==> src/rtl/packet_ack_range_tracker_top_assert.svh <==
// Assertion macros used by the tracker's top level.
`ifndef PACKET_ACK_RANGE_TRACKER_TOP_ASSERT_SVH
`define PACKET_ACK_RANGE_TRACKER_TOP_ASSERT_SVH

// The consequent must hold in the same cycle as the antecedent.
`define PART_ASSERT_NOW(label, ante, cons, msg) \
	label: assert property (@(posedge clk) disable iff (!arst_n) (ante) |-> (cons)) \
		else $error(msg);

// The consequent must hold in the cycle after the antecedent.
`define PART_ASSERT_NEXT(label, ante, cons, msg) \
	label: assert property (@(posedge clk) disable iff (!arst_n) (ante) |=> (cons)) \
		else $error(msg);

`endif

==> src/rtl/part_pkg.sv <==
package part_pkg;

	localparam int DEF_FLIGHT_DEPTH  = 32;
	localparam int DEF_PENDING_DEPTH = 16;
	localparam int MAX_RESULTS       = 32;
	localparam int N_W               = $clog2(MAX_RESULTS + 1);
	localparam logic [15:0] TIMEOUT_RESET = 16'd500;

	localparam logic [2:0] MODE_SEND  = 3'd0;
	localparam logic [2:0] MODE_RECV  = 3'd1;
	localparam logic [2:0] MODE_ACK   = 3'd2;
	localparam logic [2:0] MODE_SWEEP = 3'd3;
	localparam logic [2:0] MODE_TAKE  = 3'd4;

	localparam logic [2:0] EV_ASSIGNED  = 3'd0;
	localparam logic [2:0] EV_RX        = 3'd1;
	localparam logic [2:0] EV_DELIVERED = 3'd2;
	localparam logic [2:0] EV_FAILED    = 3'd3;
	localparam logic [2:0] EV_RANGE     = 3'd4;
	localparam logic [2:0] EV_NOTHING   = 3'd5;

	localparam logic [1:0] REG_SEND_ACKS    = 2'd0;
	localparam logic [1:0] REG_PROCESS_ACKS = 2'd1;
	localparam logic [1:0] REG_TIMEOUT      = 2'd2;

	typedef enum logic [2:0] {
		OP_SEND,
		OP_RECV,
		OP_ACK,
		OP_SWEEP,
		OP_TAKE,
		OP_NONE
	} op_t;

	typedef struct packed {
		op_t         op;
		logic [15:0] rx_sequence;
		logic [15:0] ack_start;
		logic [7:0]  ack_length;
		logic [31:0] now_time;
	} cmd_t;

	typedef struct packed {
		logic        send_acks_enable;
		logic        process_acks_enable;
		logic [15:0] timeout_limit;
	} cfg_t;

endpackage

==> src/rtl/packet_ack_range_tracker_top.sv <==
// Send, receive, take from an empty queue and unknown modes: result registered in the idle state.
// Send and receive items can be taken one per cycle, as the back end pops one every cycle.
// Take with a pending range: result from the take state. Ack and sweep walks: an eval state per
// step, with a fetch state after each retired in-flight entry for the registered read of the
// in-flight RAM; a skipped ack number stays in eval. A two-entry command queue lets start be
// taken during a walk. Results cannot be stalled. Reset clears control state and queues.
module packet_ack_range_tracker_top
	import part_pkg::*;
#(
	parameter int FLIGHT_DEPTH  = DEF_FLIGHT_DEPTH,
	parameter int PENDING_DEPTH = DEF_PENDING_DEPTH
) (
	input  logic        clk,
	input  logic        arst_n,
	input  logic        start,
	output logic        busy,
	input  logic [2:0]  mode,
	input  logic [15:0] rx_sequence,
	input  logic        ack_present,
	input  logic [15:0] ack_start,
	input  logic [7:0]  ack_length,
	input  logic [31:0] now_time,
	input  logic        cfg_valid,
	output logic        cfg_ready,
	input  logic [1:0]  cfg_index,
	input  logic [15:0] cfg_data,
	output logic        result_valid,
	output logic [2:0]  event_res,
	output logic [15:0] sequence_out,
	output logic        accept,
	output logic [15:0] range_start,
	output logic [7:0]  range_length,
	output logic        overflow,
	output logic        last
);

	`include "packet_ack_range_tracker_top_assert.svh"

	cfg_t cfg_q;
	logic cmd_valid;
	cmd_t cmd;
	logic cmd_pop;

	assign cfg_ready = 1'b1;

	always_ff @(posedge clk or negedge arst_n) begin
		if (!arst_n) begin
			cfg_q.send_acks_enable    <= 1'b0;
			cfg_q.process_acks_enable <= 1'b0;
			cfg_q.timeout_limit       <= TIMEOUT_RESET;
		end else if (cfg_valid && cfg_ready) begin
			case (cfg_index)
				REG_SEND_ACKS:    cfg_q.send_acks_enable    <= cfg_data[0];
				REG_PROCESS_ACKS: cfg_q.process_acks_enable <= cfg_data[0];
				REG_TIMEOUT:      cfg_q.timeout_limit       <= cfg_data;
				default:          cfg_q <= cfg_q;
			endcase
		end
	end

	part_front u_front (
		.clk         (clk),
		.arst_n      (arst_n),
		.start       (start),
		.busy        (busy),
		.mode        (mode),
		.rx_sequence (rx_sequence),
		.ack_present (ack_present),
		.ack_start   (ack_start),
		.ack_length  (ack_length),
		.now_time    (now_time),
		.cmd_valid   (cmd_valid),
		.cmd         (cmd),
		.cmd_pop     (cmd_pop)
	);

	part_back #(
		.FLIGHT_DEPTH  (FLIGHT_DEPTH),
		.PENDING_DEPTH (PENDING_DEPTH)
	) u_back (
		.clk          (clk),
		.arst_n       (arst_n),
		.cfg          (cfg_q),
		.cmd_valid    (cmd_valid),
		.cmd          (cmd),
		.cmd_pop      (cmd_pop),
		.result_valid (result_valid),
		.event_res    (event_res),
		.sequence_out (sequence_out),
		.accept       (accept),
		.range_start  (range_start),
		.range_length (range_length),
		.overflow     (overflow),
		.last         (last)
	);

	`PART_ASSERT_NOW(a_accept_rx, result_valid && accept, event_res == EV_RX, "accept outside rx")
	`PART_ASSERT_NOW(a_ovf_kind, result_valid && overflow,
		event_res == EV_ASSIGNED || event_res == EV_RX, "overflow on wrong event")
	`PART_ASSERT_NEXT(a_mid_walk, result_valid && !last, !cmd_pop,
		"walk broke off after a non-final result")

endmodule

==> src/rtl/part_ram.sv <==
module part_ram #(
	parameter int WIDTH = 8,
	parameter int DEPTH = 16
) (
	input  logic                     clk,
	input  logic                     we,
	input  logic [$clog2(DEPTH)-1:0] wr_addr,
	input  logic [WIDTH-1:0]         wr_data,
	input  logic [$clog2(DEPTH)-1:0] rd_addr,
	output logic [WIDTH-1:0]         rd_data
);

	logic [WIDTH-1:0] mem [DEPTH];

	always_ff @(posedge clk) begin
		if (we) begin
			mem[wr_addr] <= wr_data;
		end
		rd_data <= mem[rd_addr];
	end

endmodule

==> src/rtl/part_front.sv <==
module part_front
	import part_pkg::*;
(
	input  logic        clk,
	input  logic        arst_n,
	input  logic        start,
	output logic        busy,
	input  logic [2:0]  mode,
	input  logic [15:0] rx_sequence,
	input  logic        ack_present,
	input  logic [15:0] ack_start,
	input  logic [7:0]  ack_length,
	input  logic [31:0] now_time,
	output logic        cmd_valid,
	output cmd_t        cmd,
	input  logic        cmd_pop
);

	cmd_t       slot_q [2];
	logic       wr_ptr_q;
	logic       rd_ptr_q;
	logic [1:0] count_q;
	logic       push;
	cmd_t       incoming;

	assign busy      = (count_q == 2'd2);
	assign push      = start && !busy;
	assign cmd_valid = (count_q != 2'd0);
	assign cmd       = slot_q[rd_ptr_q];

	// Classify the item so that the back end only sees a plain operation.
	always_comb begin
		incoming.rx_sequence = rx_sequence;
		incoming.ack_start   = ack_start;
		incoming.ack_length  = ack_length;
		incoming.now_time    = now_time;
		case (mode)
			MODE_SEND:  incoming.op = OP_SEND;
			MODE_RECV:  incoming.op = OP_RECV;
			MODE_ACK:   incoming.op = ack_present ? OP_ACK : OP_NONE;
			MODE_SWEEP: incoming.op = OP_SWEEP;
			MODE_TAKE:  incoming.op = OP_TAKE;
			default:    incoming.op = OP_NONE;
		endcase
	end

	always_ff @(posedge clk) begin
		if (push) begin
			slot_q[wr_ptr_q] <= incoming;
		end
	end

	always_ff @(posedge clk or negedge arst_n) begin
		if (!arst_n) begin
			wr_ptr_q <= 1'b0;
			rd_ptr_q <= 1'b0;
			count_q  <= 2'd0;
		end else begin
			if (push) begin
				wr_ptr_q <= !wr_ptr_q;
			end
			if (cmd_pop) begin
				rd_ptr_q <= !rd_ptr_q;
			end
			case ({push, cmd_pop})
				2'b10:   count_q <= count_q + 2'd1;
				2'b01:   count_q <= count_q - 2'd1;
				default: count_q <= count_q;
			endcase
		end
	end

endmodule

==> src/rtl/part_back.sv <==
module part_back
	import part_pkg::*;
#(
	parameter int FLIGHT_DEPTH  = DEF_FLIGHT_DEPTH,
	parameter int PENDING_DEPTH = DEF_PENDING_DEPTH
) (
	input  logic        clk,
	input  logic        arst_n,
	input  cfg_t        cfg,
	input  logic        cmd_valid,
	input  cmd_t        cmd,
	output logic        cmd_pop,
	output logic        result_valid,
	output logic [2:0]  event_res,
	output logic [15:0] sequence_out,
	output logic        accept,
	output logic [15:0] range_start,
	output logic [7:0]  range_length,
	output logic        overflow,
	output logic        last
);

	localparam int FA_W = $clog2(FLIGHT_DEPTH);
	localparam int FC_W = $clog2(FLIGHT_DEPTH + 1);
	localparam int PA_W = $clog2(PENDING_DEPTH);
	localparam int PC_W = $clog2(PENDING_DEPTH + 1);

	typedef enum logic [2:0] {
		ST_IDLE,
		ST_FETCH,
		ST_EVAL,
		ST_TAKE
	} state_t;

	state_t      state_q;
	logic        is_sweep_q;
	logic [16:0] nxt_q;
	logic [16:0] end_q;
	logic [31:0] now_q;
	logic [N_W-1:0] n_q;
	logic        held_valid_q;
	logic [2:0]  held_ev_q;
	logic [15:0] held_seq_q;

	logic [15:0] next_out_q;
	logic [15:0] next_exp_q;

	logic [FA_W-1:0] fl_head_q;
	logic [FA_W-1:0] fl_tail_q;
	logic [FC_W-1:0] fl_count_q;
	logic [PA_W-1:0] pd_head_q;
	logic [PA_W-1:0] pd_tail_q;
	logic [PA_W-1:0] pd_last_q;
	logic [PC_W-1:0] pd_count_q;
	logic [15:0]     last_start_q;
	logic [7:0]      last_len_q;

	logic        fl_we;
	logic [47:0] fl_rd;
	logic        pd_we;
	logic [PA_W-1:0] pd_wa;
	logic [23:0] pd_wd;
	logic [23:0] pd_rd;

	logic        fl_full;
	logic        pd_full;
	logic        can_extend;
	logic        rx_ok;
	logic [15:0] fs;
	logic [32:0] age_sum;
	logic        walk_go;
	logic        sweep_fail;

	function automatic logic [FA_W-1:0] fl_inc(input logic [FA_W-1:0] p);
		return (p == FA_W'(FLIGHT_DEPTH - 1)) ? '0 : p + FA_W'(1);
	endfunction

	function automatic logic [PA_W-1:0] pd_inc(input logic [PA_W-1:0] p);
		return (p == PA_W'(PENDING_DEPTH - 1)) ? '0 : p + PA_W'(1);
	endfunction

	assign cmd_pop = (state_q == ST_IDLE) && cmd_valid;
	assign fl_full = (fl_count_q == FC_W'(FLIGHT_DEPTH));
	assign pd_full = (pd_count_q == PC_W'(PENDING_DEPTH));
	assign rx_ok   = (cmd.rx_sequence >= next_exp_q);
	assign can_extend = (pd_count_q != '0) && (last_len_q != 8'hFF)
		&& (({1'b0, last_start_q} + {9'd0, last_len_q}) == {1'b0, cmd.rx_sequence});
	assign fl_we = cmd_pop && (cmd.op == OP_SEND) && cfg.process_acks_enable && !fl_full;

	always_comb begin
		pd_we = 1'b0;
		pd_wa = pd_tail_q;
		pd_wd = {cmd.rx_sequence, 8'd1};
		if (cmd_pop && (cmd.op == OP_RECV) && rx_ok && cfg.send_acks_enable) begin
			if (can_extend) begin
				pd_we = 1'b1;
				pd_wa = pd_last_q;
				pd_wd = {last_start_q, last_len_q + 8'd1};
			end else if (!pd_full) begin
				pd_we = 1'b1;
			end
		end
	end

	part_ram #(.WIDTH(48), .DEPTH(FLIGHT_DEPTH)) u_flight_ram (
		.clk     (clk),
		.we      (fl_we),
		.wr_addr (fl_tail_q),
		.wr_data ({next_out_q, cmd.now_time}),
		.rd_addr (fl_head_q),
		.rd_data (fl_rd)
	);

	part_ram #(.WIDTH(24), .DEPTH(PENDING_DEPTH)) u_pending_ram (
		.clk     (clk),
		.we      (pd_we),
		.wr_addr (pd_wa),
		.wr_data (pd_wd),
		.rd_addr (pd_head_q),
		.rd_data (pd_rd)
	);

	assign fs         = fl_rd[47:32];
	assign age_sum    = {1'b0, fl_rd[31:0]} + {17'd0, cfg.timeout_limit};
	assign walk_go    = (fl_count_q != '0) && (n_q != N_W'(MAX_RESULTS));
	assign sweep_fail = age_sum < {1'b0, now_q};

	always_ff @(posedge clk or negedge arst_n) begin
		if (!arst_n) begin
			state_q      <= ST_IDLE;
			is_sweep_q   <= 1'b0;
			nxt_q        <= '0;
			end_q        <= '0;
			now_q        <= '0;
			n_q          <= '0;
			held_valid_q <= 1'b0;
			held_ev_q    <= EV_NOTHING;
			held_seq_q   <= '0;
			next_out_q   <= '0;
			next_exp_q   <= '0;
			fl_head_q    <= '0;
			fl_tail_q    <= '0;
			fl_count_q   <= '0;
			pd_head_q    <= '0;
			pd_tail_q    <= '0;
			pd_last_q    <= '0;
			pd_count_q   <= '0;
			last_start_q <= '0;
			last_len_q   <= '0;
			result_valid <= 1'b0;
			event_res    <= EV_NOTHING;
			sequence_out <= '0;
			accept       <= 1'b0;
			range_start  <= '0;
			range_length <= '0;
			overflow     <= 1'b0;
			last         <= 1'b0;
		end else begin
			result_valid <= 1'b0;
			event_res    <= EV_NOTHING;
			sequence_out <= '0;
			accept       <= 1'b0;
			range_start  <= '0;
			range_length <= '0;
			overflow     <= 1'b0;
			last         <= 1'b1;
			case (state_q)
				ST_IDLE: begin
					if (cmd_pop) begin
						n_q          <= '0;
						held_valid_q <= 1'b0;
						nxt_q        <= {1'b0, cmd.ack_start};
						end_q        <= {1'b0, cmd.ack_start} + {9'd0, cmd.ack_length};
						now_q        <= cmd.now_time;
						case (cmd.op)
							OP_SEND: begin
								result_valid <= 1'b1;
								event_res    <= EV_ASSIGNED;
								sequence_out <= next_out_q;
								overflow     <= cfg.process_acks_enable && fl_full;
								next_out_q   <= next_out_q + 16'd1;
								if (fl_we) begin
									fl_tail_q  <= fl_inc(fl_tail_q);
									fl_count_q <= fl_count_q + FC_W'(1);
								end
							end
							OP_RECV: begin
								result_valid <= 1'b1;
								event_res    <= EV_RX;
								sequence_out <= cmd.rx_sequence;
								accept       <= rx_ok;
								if (rx_ok) begin
									next_exp_q <= cmd.rx_sequence + 16'd1;
									if (cfg.send_acks_enable) begin
										overflow <= !can_extend && pd_full;
										if (can_extend) begin
											last_len_q <= last_len_q + 8'd1;
										end else if (!pd_full) begin
											last_start_q <= cmd.rx_sequence;
											last_len_q   <= 8'd1;
											pd_last_q    <= pd_tail_q;
											pd_tail_q    <= pd_inc(pd_tail_q);
											pd_count_q   <= pd_count_q + PC_W'(1);
										end
									end
								end
							end
							OP_ACK: begin
								is_sweep_q <= 1'b0;
								state_q    <= ST_EVAL;
							end
							OP_SWEEP: begin
								is_sweep_q <= 1'b1;
								state_q    <= ST_EVAL;
							end
							OP_TAKE: begin
								if (pd_count_q != '0) begin
									state_q <= ST_TAKE;
								end else begin
									result_valid <= 1'b1;
								end
							end
							default: begin
								result_valid <= 1'b1;
							end
						endcase
					end
				end
				ST_TAKE: begin
					result_valid <= 1'b1;
					event_res    <= EV_RANGE;
					range_start  <= pd_rd[23:8];
					range_length <= pd_rd[7:0];
					pd_head_q    <= pd_inc(pd_head_q);
					pd_count_q   <= pd_count_q - PC_W'(1);
					state_q      <= ST_IDLE;
				end
				ST_FETCH: begin
					// The head moved at the last edge; its entry is read now.
					state_q <= ST_EVAL;
				end
				ST_EVAL: begin
					if (walk_go && (is_sweep_q ? sweep_fail : (nxt_q < end_q))) begin
						if (is_sweep_q || ({1'b0, fs} <= nxt_q)) begin
							// Retire the head; the previous result goes out, not final.
							if (held_valid_q) begin
								result_valid <= 1'b1;
								event_res    <= held_ev_q;
								sequence_out <= held_seq_q;
								last         <= 1'b0;
							end
							held_valid_q <= 1'b1;
							held_seq_q   <= fs;
							held_ev_q    <= (!is_sweep_q && ({1'b0, fs} == nxt_q))
								? EV_DELIVERED : EV_FAILED;
							if (!is_sweep_q && ({1'b0, fs} == nxt_q)) begin
								nxt_q <= nxt_q + 17'd1;
							end
							n_q        <= n_q + N_W'(1);
							fl_head_q  <= fl_inc(fl_head_q);
							fl_count_q <= fl_count_q - FC_W'(1);
							state_q    <= ST_FETCH;
						end else begin
							nxt_q <= nxt_q + 17'd1;
						end
					end else begin
						result_valid <= 1'b1;
						if (held_valid_q) begin
							event_res    <= held_ev_q;
							sequence_out <= held_seq_q;
						end
						held_valid_q <= 1'b0;
						state_q      <= ST_IDLE;
					end
				end
				default: begin
					state_q <= ST_IDLE;
				end
			endcase
		end
	end

endmodule
==> config.mk <==
export PLATFORM = sky130hd
export DESIGN_NAME = packet_ack_range_tracker_top
export DESIGN_NICKNAME = d
export VERILOG_FILES = /design/src/rtl/part_pkg.sv /design/src/rtl/packet_ack_range_tracker_top.sv /design/src/rtl/part_ram.sv /design/src/rtl/part_front.sv /design/src/rtl/part_back.sv
export VERILOG_INCLUDE_DIRS = /design/src /design/src/rtl
export SDC_FILE = /design/constraint.sdc
export NUM_CORES = 2
export LEC_CHECK = 0
export CAP_MARGIN = 10
export CORE_MARGIN = 2
export CORE_UTILIZATION = 59
export DETAILED_ROUTE_END_ITERATION = 12
export DONT_BUFFER_PORTS = 1
export MAX_ROUTING_LAYER = met4
export PLACE_DENSITY = 0.75
export SETUP_SLACK_MARGIN = 0.15
export SLEW_MARGIN = 20
export SYNTH_ARGS = -nofsm -noshare
export SYNTH_HDL_FRONTEND = slang
export SYNTH_HIERARCHICAL = 1
export SYNTH_SLANG_ARGS = --single-unit
export TNS_END_PERCENT = 30
==> constraint.sdc <==
create_clock -name clk -period 8 [get_ports clk]
set_input_delay 1.6 -clock clk [delete_from_list [all_inputs] [get_ports clk]]
set_output_delay 1.6 -clock clk [all_outputs]
set_load 0.05 [all_outputs]
==> flow_metrics.py <==
metrics = {
    "floorplan": {
        "die_area_um2": 167700,
        "die_w_um": 409.5,
        "initial_core_util_pct": 59.53,
        "fp.coreArea_um2": 163000,
        "die_h_um": 409.5,
        "row_count": 148,
        "io_pins": 147,
    },
    "timing": {
        "tightest_slew_ns": 1.341,
        "clock_skew_ns": 0.05448,
        "postLayoutSetupSlackWorst_ns": 1.610,
        "post-route-min-period_ns": 6.390,
        "hold_viol_final": 0,
        "rsz0062_at_grt": "no",
        "fin_tns_setup_ns": 0,
        "worst_hold_slack_ns": 0.4657,
        "timing.fmax_ghz": 0.1565,
        "setup_viol": 0,
        "slew_violations": 0,
        "period_share_pct": 79.87,
        "slew-limit-headroom_pct": 10.63,
    },
    "critical_path": {
        "crit_type": "flop to flop",
        "rr_worst_depth": 15,
        "arrival_ns": 6.95,
        "critPathLaunchType": "flop",
        "crit_required_ns": 8.56,
        "rrSetupSlack_ns": 1.61,
        "worst_r2r_endpoint": "u_back/u_pending_ram/mem[1][12]$_DFFE_PP_",
        "r2r_start": "u_front/rd_ptr_q$_DFFE_PN0P_",
        "crit_fanout": 35,
        "cp-end-kind": "flop",
    },
    "route": {
        "drtAntennaViolNets": 0,
        "drc": 0,
        "totalWireLength_mm": 226.7,
        "first_pass_iters": 5,
        "wl_per_cell_um": 27.29,
        "drt-vias-per-instance": 6.374,
        "vias": 52958,
        "drtIter0Drc": 6381,
    },
    "grt": {
        "grtUsageTotal_pct": 27.73,
        "grt_pass1_wl_mm": 336.4,
        "grt_max_degree": 254,
        "grtUsageMet2_pct": 43.37,
        "grt_pass1_vias": 52137,
        "antenna_found_initial": 10,
        "grt-ovfl-total": 0,
        "met1_usage_pct": 38.38,
        "grt-busiest-layer": "met2",
        "grtUsageMet3_pct": 4.443,
    },
    "cts": {
        "cts_tree": "yes",
        "cts_sinks": 2395,
        "hold_buffers": 0,
        "path_clk_slew_ns": 0.07,
        "ctsLongestPathBuffers": 3,
        "htreeDepth": 4,
        "insertion_delay_ns": 0.89,
        "postCtsSetupRepairBufs": 0,
        "cts_resized": 0,
        "numCtsBuffers": 225,
        "cts_root_buffer": "clkbuf_16",
    },
    "placement": {
        "hpwl_mm": 126.9,
        "placed_cells": 7869,
        "numPortBuffers": 0,
        "gp_congestion": 0.8853,
        "preCtsSetupSlack_ns": 1.639,
    },
    "synthesis": {
        "syn_nets": 6108,
        "yosysWarnings": 6,
        "synth_seq_area_share_pct": 72.11,
        "synthCells": 5874,
        "ys_seq_elements": 2395,
        "async_reset_ff_share_pct": 10.56,
        "synth.avg_cell_area_um2": 16.51,
        "synth_ff_type": "edfxtp_1",
        "syn-cell-area_um2": 97000,
        "synth-edff-count": 2070,
        "synth.distinct_cells": 82,
    },
    "power": {
        "ir_worst_vdd_uv": 311.5,
        "p_per_area_nw_per_um2": 356.8,
        "leakagePower_uw": 0.03886,
        "report.power.total_uw": 38230,
    },
    "min_path": {
        "min_path_type": "input pin to asynchronous set/reset pin",
    },
    "finish": {
        "instances_no_fill": 8308,
        "final_cell_mix": "edfxtp_1, mux2i_1, nand2_1, a21oi_1",
        "nNetsFinal": 6157,
        "final_common_cell": "edfxtp_1",
        "final_layout_size_suffix_gt1_share_pct": 13.39,
        "area_delta_synth_final_pct": 10.44,
    },
    "outcome": {
        "status": "complete, no violations",
    },
    "flow_run": {
        "cap_violations": 0,
    },
}
Yosys cell counts, drive strengths merged, types with 5 or more instances:
master,instances,area [um2]
a211oi,10,75.07
a21o,30,225.2
a21oi,256,1285
a22o,98,858.3
a22oi,197,1479
a31oi,56,365.3
and2,13,81.33
and3,45,281.5
and4,5,43.79
buf,171,1311
clkbuf,125,473.0
dfrtp,243,6081
dfstp,10,262.8
dfxtp,72,1441
edfxtp,2070,62160
fa,5,100.1
ha,131,1639
inv,123,461.7
mux2,158,2068
mux2i,793,7950
mux4,96,2162
nand2,332,1246
nand2b,18,112.6
nand3,193,965.9
nand3b,12,102.6
nand4,25,171.4
nor2,136,518.0
nor2b,15,93.84
nor3,72,360.4
nor4,7,58.81
o211ai,7,52.55
o21a,11,82.58
o21ai,119,595.6
o22ai,16,100.1
o2bb2ai,23,201.4
o31ai,5,37.54
or2,6,37.54
or3,7,43.79
or4,5,41.29
xnor2,80,700.7
xor2,30,262.8
per-layer routing:
| layer | wire length (um) | vias to the layer above |
|---|---|---|
| li1 | - | 22902 |
| met2 | 109000 | 2366 |
| met4 | 5466 | 0 |
| met1 | 94070 | 27330 |
| met3 | 18130 | 360 |
| met5 | 0 | - |
logic make-up (layout without fill, tap and decap cells):
| group | after synthesis | in the layout | share of synthesized area [%] |
|---|---|---|---|
| flops | 2395 | 2395 | 72.11 |
| xor+xnor | 110 | 110 | 0.9932 |
| compound gates | 861 | 861 | 5.824 |
| buf+inv | 420 | 669 | 2.319 |
| other cells | 1 | 11 | 0.003866 |
| simple gates | 904 | 904 | 4.404 |
| mux | 1047 | 1047 | 12.56 |
| fa+ha+maj | 136 | 136 | 1.793 |
where the power goes:
part | leakage (uW) | switching, uW | internal (uW) | total [uW]
clock network | 0.00370 | 4620 | 6130 | 10700
registers | 0.0228 | 960 | 15400 | 16300
logic | 0.0124 | 6890 | 4270 | 11200
total | 0.0389 | 12500 | 25800 | 38200
flip-flops by register name, indices dropped and copies added, names as in the netlist, 17 cells and up:
register	cells
cfg_q	18
u_back/end_q	17
u_back/now_q	32
u_back/nxt_q	17
u_back/u_flight_ram/mem	1536
u_back/u_flight_ram/rd_data	48
u_back/u_pending_ram/mem	384
u_back/u_pending_ram/rd_data	24
u_front/slot_q	150
how the worst max path moves through the flow:
| stage | slack (ns) | from | end |
|---|---|---|---|
| floorplan | 1.81 | u_front/rd_ptr_q$_DFFE_PN0P_ | u_back/u_pending_ram/mem[0][0]$_DFFE_PP_ |
| global route | 1.25 | u_front/rd_ptr_q$_DFFE_PN0P_ | u_back/u_pending_ram/mem[1][11]$_DFFE_PP_ |
| CTS | 1.67 | u_front/rd_ptr_q$_DFFE_PN0P_ | u_back/u_pending_ram/mem[3][8]$_DFFE_PP_ |
| finish | 1.61 | u_front/rd_ptr_q$_DFFE_PN0P_ | u_back/u_pending_ram/mem[1][12]$_DFFE_PP_ |
| global placement | 1.80 | u_front/rd_ptr_q$_DFFE_PN0P_ | u_back/u_pending_ram/mem[1][9]$_DFFE_PP_ |
| detailed placement | 1.64 | u_front/rd_ptr_q$_DFFE_PN0P_ | u_back/u_pending_ram/mem[3][8]$_DFFE_PP_ |
critical path: stages, from the launching register on:
cell and delay [ns]:
dfrtp_4 0.89, mux2_2 0.51, inv_1 0.09, ha_1 0.28, nor2b_1 0.04, o21ai_0 0.18
a211oi_1 0.09, o21ai_0 0.32, a32oi_1 0.31, buf_4 0.33, nor2b_1 0.50, nand4_4 0.63
mux2_2 0.53, or3b_2 0.55, nor2_2 0.45, buf_4 0.34
final cells by class:
class / count / area [um2]
clock buffers: 292 / 6115
flip-flops and latches: 2395 / 69970
well taps: 2175 / 2721
inverters: 124 / 465.4
repair buffers: 118 / 1209
multi-input cells: 3059 / 25170
diodes: 10 / 25.02
clock inverters: 135 / 1451
fillers: 10819 / 55830
through the flow:
stage / cell area [um2] / util, %
floorplan: 97000 / -
global placement: 99380 / 60.99
detailed placement: 99460 / 61.04
CTS: 107000 / 65.68
global route: 107100 / 65.74
finish: 107100 / 65.74
Note: power is estimated with default switching activity, not from simulation.
